===== src/mbrc_pkg.sv =====
package mbrc_pkg;

    localparam int ADDR_BITS_DEF = 32;
    localparam int OUTQ_DEPTH_DEF = 4;

    localparam logic [2:0] KIND_UNKNOWN    = 3'd0;
    localparam logic [2:0] KIND_ZERO       = 3'd1;
    localparam logic [2:0] KIND_SUPERBLOCK = 3'd2;
    localparam logic [2:0] KIND_INDEX      = 3'd3;
    localparam logic [2:0] KIND_BITMAP     = 3'd4;
    localparam logic [2:0] KIND_NODE       = 3'd5;

    localparam logic [1:0] NODE_FLAG_MASK = 2'h3;

    typedef struct packed {
        logic p0;
        logic p1;
    } t_push;

    function automatic logic kind_has_blocknr(input logic [2:0] kind);
        return (kind == KIND_SUPERBLOCK) || (kind == KIND_INDEX) ||
               (kind == KIND_BITMAP) || (kind == KIND_NODE);
    endfunction

    function automatic logic kind_is_node(input logic [2:0] kind);
        return kind == KIND_NODE;
    endfunction

endpackage


===== src/metadata_block_run_coalescer.sv =====
// items are registered in the input stage; closed runs pass through the result queue
// throughput: one item per cycle while each item closes at most one run and the
//   output is ready; an item that both closes a run and ends the scan emits two
//   runs, which drain from the 4-entry result queue at one per cycle
// reset: synchronous, active low; clears the input stage, the open run and the queue
module metadata_block_run_coalescer #(
    parameter int ADDR_BITS = mbrc_pkg::ADDR_BITS_DEF
) (
    input  logic                 i_clk,
    input  logic                 i_rst_n,
    input  logic                 i_valid,
    output logic                 o_ready,
    input  logic [2:0]           i_block_kind,
    input  logic [ADDR_BITS-1:0] i_location,
    input  logic [63:0]          i_header_blocknr,
    input  logic signed [32:0]   i_ref_count,
    input  logic                 i_valid_req,
    input  logic [1:0]           i_node_flags,
    input  logic [11:0]          i_value_size,
    input  logic                 i_last_block,
    output logic                 o_valid,
    input  logic                 i_ready,
    output logic [2:0]           o_run_kind,
    output logic [ADDR_BITS-1:0] o_run_begin,
    output logic [ADDR_BITS:0]   o_run_length,
    output logic [63:0]          o_run_blocknr,
    output logic signed [32:0]   o_run_ref_count,
    output logic                 o_run_valid,
    output logic [1:0]           o_run_flags,
    output logic [11:0]          o_run_value_size,
    output logic                 o_last_run
);
    import mbrc_pkg::*;

    typedef struct packed {
        logic [2:0]           kind;
        logic [ADDR_BITS-1:0] rbegin;
        logic [ADDR_BITS:0]   length;
        logic [63:0]          blocknr;
        logic [32:0]          rc;
        logic                 valid;
        logic [1:0]           flags;
        logic [11:0]          vsize;
        logic                 last;
    } t_run_rec;

    localparam int REC_W = $bits(t_run_rec);

    // input stage
    logic                 r_in_valid;
    logic [2:0]           r_in_kind;
    logic [ADDR_BITS-1:0] r_in_loc;
    logic [63:0]          r_in_hb;
    logic [32:0]          r_in_rc;
    logic                 r_in_v;
    logic [1:0]           r_in_fl;
    logic [11:0]          r_in_vs;
    logic                 r_in_last;

    // open run
    logic                 r_open, n_open;
    logic [2:0]           r_kind, n_kind;
    logic [ADDR_BITS-1:0] r_begin, n_begin;
    logic [ADDR_BITS:0]   r_end, n_end;
    logic [ADDR_BITS:0]   r_len, n_len;
    logic [63:0]          r_blocknr, n_blocknr;
    logic [64:0]          r_exp, n_exp;
    logic [32:0]          r_rc, n_rc;
    logic                 r_valid, n_valid;
    logic [1:0]           r_flags, n_flags;
    logic [11:0]          r_vsize, n_vsize;

    logic     q_space;
    logic     go;
    logic     same;
    logic     extra;
    logic     hasbn;
    logic     right;
    logic     left;
    logic     close;
    t_push    push;
    t_run_rec rec_close;
    t_run_rec rec_final;
    t_run_rec rec_out;
    logic [REC_W-1:0] q_data;

    assign go      = r_in_valid && q_space;
    assign o_ready = !r_in_valid || q_space;

    always_ff @(posedge i_clk) begin
        if (!i_rst_n) begin
            r_in_valid <= 1'b0;
        end else if (o_ready) begin
            r_in_valid <= i_valid;
        end
    end

    always_ff @(posedge i_clk) begin
        if (i_valid && o_ready) begin
            r_in_kind <= i_block_kind;
            r_in_loc  <= i_location;
            r_in_hb   <= i_header_blocknr;
            r_in_rc   <= i_ref_count;
            r_in_v    <= i_valid_req;
            r_in_fl   <= i_node_flags & NODE_FLAG_MASK;
            r_in_vs   <= i_value_size;
            r_in_last <= i_last_block;
        end
    end

    // adjacency against the open run
    assign hasbn = kind_has_blocknr(r_in_kind);
    assign same  = (r_in_kind == r_kind) && (r_in_rc == r_rc) && (r_in_v == r_valid);
    assign extra = kind_is_node(r_in_kind) ?
                   ((r_in_fl == r_flags) && (r_in_vs == r_vsize)) : 1'b1;
    assign right = r_open && same && extra && ({1'b0, r_in_loc} == r_end) &&
                   (!hasbn || (!r_exp[64] && (r_in_hb == r_exp[63:0])));
    assign left  = r_open && same && extra && (r_begin != '0) &&
                   (r_in_loc == r_begin - ADDR_BITS'(1)) &&
                   (!hasbn || ((r_blocknr != 64'd0) && (r_in_hb == r_blocknr - 64'd1)));

    always_comb begin
        n_open    = r_open;
        n_kind    = r_kind;
        n_begin   = r_begin;
        n_end     = r_end;
        n_len     = r_len;
        n_blocknr = r_blocknr;
        n_exp     = r_exp;
        n_rc      = r_rc;
        n_valid   = r_valid;
        n_flags   = r_flags;
        n_vsize   = r_vsize;
        close     = 1'b0;
        if (go) begin
            if (right) begin
                n_end = {1'b0, r_in_loc} + (ADDR_BITS+1)'(1);
                n_len = r_len + (ADDR_BITS+1)'(1);
                n_exp = r_exp + 65'd1;
            end else if (left) begin
                n_begin = r_in_loc;
                n_len   = r_len + (ADDR_BITS+1)'(1);
                if (hasbn) begin
                    n_blocknr = r_in_hb;
                end
            end else begin
                close     = r_open;
                n_open    = 1'b1;
                n_kind    = r_in_kind;
                n_begin   = r_in_loc;
                n_end     = {1'b0, r_in_loc} + (ADDR_BITS+1)'(1);
                n_len     = (ADDR_BITS+1)'(1);
                n_blocknr = hasbn ? r_in_hb : 64'd0;
                n_exp     = {1'b0, r_in_hb} + 65'd1;
                n_rc      = r_in_rc;
                n_valid   = r_in_v;
                n_flags   = kind_is_node(r_in_kind) ? r_in_fl : 2'd0;
                n_vsize   = kind_is_node(r_in_kind) ? r_in_vs : 12'd0;
            end
            if (r_in_last) begin
                n_open = 1'b0;
            end
        end
    end

    always_ff @(posedge i_clk) begin
        if (!i_rst_n) begin
            r_open <= 1'b0;
        end else begin
            r_open <= n_open;
        end
    end

    always_ff @(posedge i_clk) begin
        r_kind    <= n_kind;
        r_begin   <= n_begin;
        r_end     <= n_end;
        r_len     <= n_len;
        r_blocknr <= n_blocknr;
        r_exp     <= n_exp;
        r_rc      <= n_rc;
        r_valid   <= n_valid;
        r_flags   <= n_flags;
        r_vsize   <= n_vsize;
    end

    always_comb begin
        rec_close.kind    = r_kind;
        rec_close.rbegin  = r_begin;
        rec_close.length  = r_len;
        rec_close.blocknr = r_blocknr;
        rec_close.rc      = r_rc;
        rec_close.valid   = r_valid;
        rec_close.flags   = r_flags;
        rec_close.vsize   = r_vsize;
        rec_close.last    = 1'b0;

        rec_final.kind    = n_kind;
        rec_final.rbegin  = n_begin;
        rec_final.length  = n_len;
        rec_final.blocknr = n_blocknr;
        rec_final.rc      = n_rc;
        rec_final.valid   = n_valid;
        rec_final.flags   = n_flags;
        rec_final.vsize   = n_vsize;
        rec_final.last    = 1'b1;
    end

    assign push.p0 = close;
    assign push.p1 = go && r_in_last;

    mbrc_outq #(
        .WIDTH (REC_W),
        .DEPTH (OUTQ_DEPTH_DEF)
    ) u_outq (
        .i_clk   (i_clk),
        .i_rst_n (i_rst_n),
        .i_push  (push),
        .i_data0 (rec_close),
        .i_data1 (rec_final),
        .o_space (q_space),
        .o_valid (o_valid),
        .i_ready (i_ready),
        .o_data  (q_data)
    );

    assign rec_out          = t_run_rec'(q_data);
    assign o_run_kind       = rec_out.kind;
    assign o_run_begin      = rec_out.rbegin;
    assign o_run_length     = rec_out.length;
    assign o_run_blocknr    = rec_out.blocknr;
    assign o_run_ref_count  = rec_out.rc;
    assign o_run_valid      = rec_out.valid;
    assign o_run_flags      = rec_out.flags;
    assign o_run_value_size = rec_out.vsize;
    assign o_last_run       = rec_out.last;

    a_end_tracks_len: assert property (@(posedge i_clk) disable iff (!i_rst_n)
        r_open |-> (r_end == ({1'b0, r_begin} + r_len)))
        else $error("open run end does not match begin plus length");

    a_exp_tracks_blocknr: assert property (@(posedge i_clk) disable iff (!i_rst_n)
        (r_open && kind_has_blocknr(r_kind)) |->
            (r_exp == ({1'b0, r_blocknr} + 65'(r_len))))
        else $error("expected header block number out of step with run");

    a_last_closes_run: assert property (@(posedge i_clk) disable iff (!i_rst_n)
        (go && r_in_last) |=> !r_open)
        else $error("run still open after end of scan");

    a_no_close_when_idle: assert property (@(posedge i_clk) disable iff (!i_rst_n)
        push.p0 |-> (go && $past(1'b1) && r_open))
        else $error("run closed without an item or an open run");

endmodule


===== src/mbrc_outq.sv =====
module mbrc_outq #(
    parameter int WIDTH = 8,
    parameter int DEPTH = mbrc_pkg::OUTQ_DEPTH_DEF
) (
    input  logic              i_clk,
    input  logic              i_rst_n,
    input  mbrc_pkg::t_push   i_push,
    input  logic [WIDTH-1:0]  i_data0,
    input  logic [WIDTH-1:0]  i_data1,
    output logic              o_space,
    output logic              o_valid,
    input  logic              i_ready,
    output logic [WIDTH-1:0]  o_data
);
    import mbrc_pkg::*;

    localparam int AW = (DEPTH > 1) ? $clog2(DEPTH) : 1;
    localparam int CW = AW + 1;

    logic [WIDTH-1:0] r_mem [DEPTH];
    logic [AW-1:0]    r_wr;
    logic [AW-1:0]    r_rd;
    logic [CW-1:0]    r_count;
    logic [AW-1:0]    wr1;
    logic             pop;

    assign pop     = o_valid && i_ready;
    assign o_valid = r_count != '0;
    assign o_data  = r_mem[r_rd];
    assign o_space = r_count <= CW'(DEPTH - 2);
    assign wr1     = r_wr + AW'(i_push.p0);

    always_ff @(posedge i_clk) begin
        if (!i_rst_n) begin
            r_wr    <= '0;
            r_rd    <= '0;
            r_count <= '0;
        end else begin
            r_wr    <= r_wr + AW'(i_push.p0) + AW'(i_push.p1);
            r_rd    <= r_rd + AW'(pop);
            r_count <= r_count + CW'(i_push.p0) + CW'(i_push.p1) - CW'(pop);
        end
    end

    always_ff @(posedge i_clk) begin
        if (i_push.p0) begin
            r_mem[r_wr] <= i_data0;
        end
        if (i_push.p1) begin
            r_mem[wr1] <= i_data1;
        end
    end

endmodule

===== config.mk =====
export PLATFORM = sky130hd
export DESIGN_NAME = metadata_block_run_coalescer
export DESIGN_NICKNAME = d
export VERILOG_FILES = /design/src/mbrc_pkg.sv /design/src/metadata_block_run_coalescer.sv /design/src/mbrc_outq.sv
export SDC_FILE = /design/constraint.sdc
export NUM_CORES = 2
export LEC_CHECK = 0
export BUFFER_PORTS_ARGS = -buffer_cell sky130_fd_sc_hd__buf_2
export CAP_MARGIN = 25
export CORE_MARGIN = 2
export CORE_UTILIZATION = 62
export CTS_CLUSTER_DIAMETER = 100
export DETAILED_ROUTE_END_ITERATION = 8
export MAX_ROUTING_LAYER = met4
export PLACE_DENSITY = 0.81
export SKIP_CTS_REPAIR_TIMING = 1
export SKIP_LAST_GASP = 1
export SYNTH_ARGS = -nofsm -noshare
export SYNTH_HDL_FRONTEND = slang
export SYNTH_HIERARCHICAL = 1
export SYNTH_SLANG_ARGS = --single-unit

===== constraint.sdc =====
create_clock -name i_clk -period 15.53 [get_ports i_clk]
set_input_delay 0.7765 -clock i_clk [delete_from_list [all_inputs] [get_ports i_clk]]
set_output_delay 0.7765 -clock i_clk [all_outputs]
set_load 0.02 [all_outputs]

==> run summary <==
OUTCOME
--------------------------------------------------------------------------------
Outcome ........................................................... finished clean

MIN PATH
--------------------------------------------------------------------------------
Hold Path Sink .................................................... r_in_loc[5]$_DFFE_PP_
Hold/Removal Path Class ........................................... input pin to flop
Worst Hold Launch ................................................. i_location[5]
Hold-critical path depth ..........................................            1

LOGIC SYNTHESIS
--------------------------------------------------------------------------------
Total standard cell area after synthesis ..........................   0.0584 mm²
Count of yosys warnings during synthesis ..........................            6
Most used flip-flop cell after synthesis .......................... sky130_fd_sc_hd__edfxtp_1
Average footprint of a synthesized cell ...........................     14.1 µm²
Compound-gate portion of the synthesized area .....................        2.82%
Async S/R FF share, synth .........................................           0%
Number of enable-type register cells in the synthesized netlist ...          970
Sequential cell area fraction in the yosys report .................        56.4%
Flip-flop and latch count after synthesis .........................         1159
Cell count after synthesis ........................................         4126
Adder and majority cell fraction of the synthesized area ..........       0.304%
Xor and xnor area share after synthesis ...........................        6.38%
Yosys cell types ..................................................           77
Dominant combinational cell family by area after synthesis ........ multiplexers
Multiplexer share of the synthesized area .........................        23.2%
Simple-Gate Fraction of Synth Area ................................        8.48%

TIMING
--------------------------------------------------------------------------------
Relative slew slack ...............................................        22.9%
Highest attainable clock frequency ................................    0.126 GHz
Period utilisation layout .........................................        51.3%
Unrepaired setup endpoints after global routing ...................        false
Count of final hold-check violations ..............................            0
Shortest clock period the worst path allows after layout ..........      7970 ps
Slack of the critical path ........................................      7560 ps
Clk_skew ..........................................................      29.3 ps
Count of endpoints failing setup in the final report ..............            0
Slew Viols, Final .................................................            0
Total negative slack for setup checks .............................         0 ps
Worst-Margin Slew .................................................      1160 ps

PWR
--------------------------------------------------------------------------------
Leakage ...........................................................      22.5 nW
Cell internal pwr .................................................      7.41 mW
Share of power burned in the clock network ........................        26.0%
Seq pwr share .....................................................        41.9%
Proportion of total power due to net switching ....................        34.2%
Power density cells ...............................................   173 mW/mm²
Combinational fraction of design power ............................        32.1%
Peak supply drop ..................................................   0.000131 V
Net switching power of the design .................................      3.84 mW

PLACED DESIGN
--------------------------------------------------------------------------------
Routability congestion estimate ...................................         1.00
Count of buffers from port buffering ..............................          334
Cell total after placement ........................................         5495
Setup slack after placement .......................................      7760 ps
Detailed-placement wirelength estimate ............................     95900 µm

CTS
--------------------------------------------------------------------------------
Clock tree from TritonCTS .........................................         done
Maximum count of clock buffers along a single path ................            3
Worst-Skew Late Latency ...........................................       710 ps
H-tree lvl count ..................................................            3
Cell at the root of the clock tree ................................ sky130_fd_sc_hd__clkbuf_16
Reg clk slew, reported paths ......................................        60 ps
# clock sinks .....................................................         1159
Total CTS buffers .................................................          116

FLOORPLAN
--------------------------------------------------------------------------------
Die Wd ............................................................       311 µm
# rows ............................................................          112
Die outline height ................................................       311 µm
Number of top-level pins ..........................................          335
Total die area ....................................................   0.0966 mm²
Core Box Area .....................................................   0.0933 mm²
Initial Util ......................................................        62.5%

CELLS AND AREA
--------------------------------------------------------------------------------
Layout net count ..................................................         4526
Area growth from synthesis to layout ..............................        11.5%
Fraction of final layout cells with drive strength greater than 1 .        34.9%
Post-route insts no fill ..........................................         5719

GLOBAL ROUTE
--------------------------------------------------------------------------------
Antenna violations before repair ..................................            1
First-pass GRT wire length ........................................    230000 µm
GRT Total Usage ...................................................        32.0%
Maximum number of pins on one net before global-route repair ......          143
Vias in the first global route ....................................        36600
Global route overflow .............................................            0

SETUP PATH
--------------------------------------------------------------------------------
Startpoint type of the worst setup path ...........................         flop
Worst Path Buf+Inv ................................................            5
Reg2Reg Setup Slack ...............................................      7560 ps
Data required time at the worst endpoint ..........................     15970 ps
Crit path arrival time ............................................      8400 ps
Critical path fanouts, max ........................................           65
Critical path class ............................................... flop to flop
Worst Setup End Kind ..............................................         flop
CP dominant cell by count ......................................... sky130_fd_sc_hd__buf_4
Startpoint of the lowest-slack register-to-register path .......... r_in_hb[43]$_DFFE_PP_
Reg-to-reg critical path endpoint ................................. u_outq/r_mem[0][121]$_DFFE_PP_
Cells traversed along the worst timing path ....................... xor2_1 -> nor4_1 -> nand3_1 -> nor4_1 -> a31oi_1 -> or3_1 -> buf_4 -> and2_1 -> buf_4 -> nand2_1 -> o21ai_4 -> buf_4 -> and2_1 -> ha_1 -> nand2b_1 -> nor2_4 -> buf_4 -> buf_4 -> mux2_2
Cell with the biggest individual delay on the critical path ....... sky130_fd_sc_hd__buf_4
Top delay family on crit path ..................................... simple AND/OR/NAND/NOR gates
Worst Reg2Reg Path Length in Cells ................................           19
Critical path's largest stage delay ...............................       860 ps

ROUTE
--------------------------------------------------------------------------------
Routed Wire Length ................................................    153000 µm
Total via count after detailed routing ............................        37100
Number of routed nets with antenna violations .....................            0
DRC viols .........................................................            0
Detailed Routing Iterations Pass 1 ................................            6
Detailed router's first-iteration violation count .................         4048
Routed wire per std cell ..........................................      26.7 µm
Average vias per placed instance ..................................         6.49

JOB
--------------------------------------------------------------------------------
Number of maximum-capacitance constraint violations ...............            0

==> power groups by stage <==
stage | Combinational (mW) | Clock, mW | Sequential, mW
finish | 3.61 | 2.92 | 4.72
global route | 3.86 | 3.08 | 4.78
CTS | 3.57 | 2.96 | 4.72
detailed placement | 3.53 | 0 | 4.78
global placement | 3.48 | 0 | 4.75
floorplan | 2.71 | 0 | 4.48
==> Yosys cell counts (8+ instances only) <==
cell | instances | share of area (%)
sky130_fd_sc_hd__mux2i_1 | 73 | 1.3
sky130_fd_sc_hd__a221o_1 | 14 | 0.24
sky130_fd_sc_hd__nand3b_1 | 13 | 0.17
sky130_fd_sc_hd__or3_1 | 16 | 0.17
sky130_fd_sc_hd__and3_1 | 33 | 0.35
sky130_fd_sc_hd__ha_1 | 11 | 0.24
sky130_fd_sc_hd__and4_1 | 16 | 0.24
sky130_fd_sc_hd__mux4_2 | 181 | 7.0
sky130_fd_sc_hd__nor2_1 | 165 | 1.1
sky130_fd_sc_hd__a22o_1 | 55 | 0.83
sky130_fd_sc_hd__a21oi_1 | 39 | 0.33
sky130_fd_sc_hd__nor4_1 | 90 | 0.96
sky130_fd_sc_hd__a31oi_1 | 10 | 0.11
sky130_fd_sc_hd__dfxtp_1 | 189 | 6.5
sky130_fd_sc_hd__nor3b_1 | 12 | 0.15
sky130_fd_sc_hd__nand2b_1 | 23 | 0.25
sky130_fd_sc_hd__o21ai_0 | 34 | 0.29
sky130_fd_sc_hd__mux2_4 | 34 | 0.87
sky130_fd_sc_hd__or2_2 | 8 | 0.086
sky130_fd_sc_hd__nand4b_1 | 8 | 0.12
sky130_fd_sc_hd__nand2_1 | 253 | 1.6
sky130_fd_sc_hd__or4_1 | 18 | 0.23
sky130_fd_sc_hd__clkbuf_1 | 172 | 1.1
sky130_fd_sc_hd__xor2_1 | 205 | 3.1
sky130_fd_sc_hd__nor3_1 | 66 | 0.57
sky130_fd_sc_hd__nor2b_1 | 15 | 0.16
sky130_fd_sc_hd__buf_4 | 10 | 0.13
sky130_fd_sc_hd__edfxtp_1 | 970 | 50
sky130_fd_sc_hd__o22ai_1 | 9 | 0.096
sky130_fd_sc_hd__buf_1 | 11 | 0.071
sky130_fd_sc_hd__inv_1 | 39 | 0.25
sky130_fd_sc_hd__buf_2 | 85 | 0.73
sky130_fd_sc_hd__and2_1 | 21 | 0.23
sky130_fd_sc_hd__xnor2_1 | 220 | 3.3
sky130_fd_sc_hd__nand4_1 | 89 | 0.95
sky130_fd_sc_hd__nand3_1 | 90 | 0.77
sky130_fd_sc_hd__mux2_2 | 732 | 14
==> layout by cell type, fill, tap and decap left out, types with 53 or more instances in the layout <==
master                      instances
sky130_fd_sc_hd__clkbuf_16        119
sky130_fd_sc_hd__nor3_1            66
sky130_fd_sc_hd__mux4_2           181
sky130_fd_sc_hd__nand2_1          253
sky130_fd_sc_hd__a22o_1            55
sky130_fd_sc_hd__mux2i_1           73
sky130_fd_sc_hd__dfxtp_1          187
sky130_fd_sc_hd__mux2_2           732
sky130_fd_sc_hd__xnor2_1          220
sky130_fd_sc_hd__xor2_1           205
sky130_fd_sc_hd__edfxtp_1         970
sky130_fd_sc_hd__buf_2            335
sky130_fd_sc_hd__nand4_1           89
sky130_fd_sc_hd__nor4_1            89
sky130_fd_sc_hd__nand3_1           90
sky130_fd_sc_hd__buf_4             53
sky130_fd_sc_hd__nor2_1           162
==> cell families (layout without fill, tap and decap cells) <==
kind of cell | count (synthesis) | after routing
other | 2 | 10
adders and majority gates | 13 | 13
AOI/OAI and AO/OA | 224 | 224
muxes | 1020 | 1020
DFF | 1159 | 1159
buffers and inverters | 323 | 654
xor gates and xnor gates | 425 | 425
and+or+nand+nor | 960 | 960
==> final cells by class <==
cell class | instances | area [µm²]
flip-flops and latches | 1159 | 32900
fillers | 6260 | 28200
multi-input cells | 2650 | 24200
clock buffers | 159 | 3280
repair buffers | 395 | 2220
well taps | 1254 | 1570
clock inverters | 61 | 728
inverters | 39 | 146
diodes | 2 | 5.00
==> worst max-delay path by stage <==
stage	startpoint	end	slack (ps)	cells past startpoint
final	r_in_hb[43]$_DFFE_PP_	u_outq/r_mem[0][121]$_DFFE_PP_	7560	19
after global routing	r_blocknr[0]$_DFF_P_	u_outq/r_mem[0][121]$_DFFE_PP_	7090	20
after detailed placement	r_blocknr[0]$_DFF_P_	u_outq/r_mem[0][176]$_DFFE_PP_	7760	20
after CTS	r_blocknr[0]$_DFF_P_	u_outq/r_mem[0][126]$_DFFE_PP_	7710	20
after floorplan	r_blocknr[17]$_DFF_P_	u_outq/r_mem[0][0]$_DFFE_PP_	2280	16
after global placement	r_blocknr[0]$_DFF_P_	u_outq/r_mem[3][155]$_DFFE_PP_	7730	20
==> flip-flops by register name (all words and copies together), names as in the netlist, 3 cells and up <==
register,flops
u_outq/r_mem,724
r_exp,65
r_blocknr,64
r_in_hb,64
r_end,33
r_in_rc,33
r_len,33
r_rc,33
r_begin,32
r_in_loc,32
r_in_vs,12
r_vsize,12
r_in_kind,3
r_kind,3
u_outq/r_count,3
==> stage by stage <==
step	hold slack, ps	power, mW	utilization (%)	cell area [µm²]
after CTS	200	11.2	69.7	65100
final	239	11.3	69.8	65100
after global routing	217	11.7	69.7	65100
after detailed placement	549	8.31	65.4	61100
after floorplan	479	7.19	-	58400
after global placement	542	8.23	65.4	61000
==> routing by layer <==
| layer | up-vias | part of all wire [%] | GRT usage (%) |
|---|---|---|---|
| met1 | 18600 | 40 | 43.7 |
| met4 | 0 | 3.4 | 10.6 |
| met3 | 311 | 9.6 | 6.50 |
| met2 | 1929 | 47 | 48.5 |
| met5 | - | 0 | - |
| li1 | 16300 | - | - |
(Power assumes the default switching activity.)
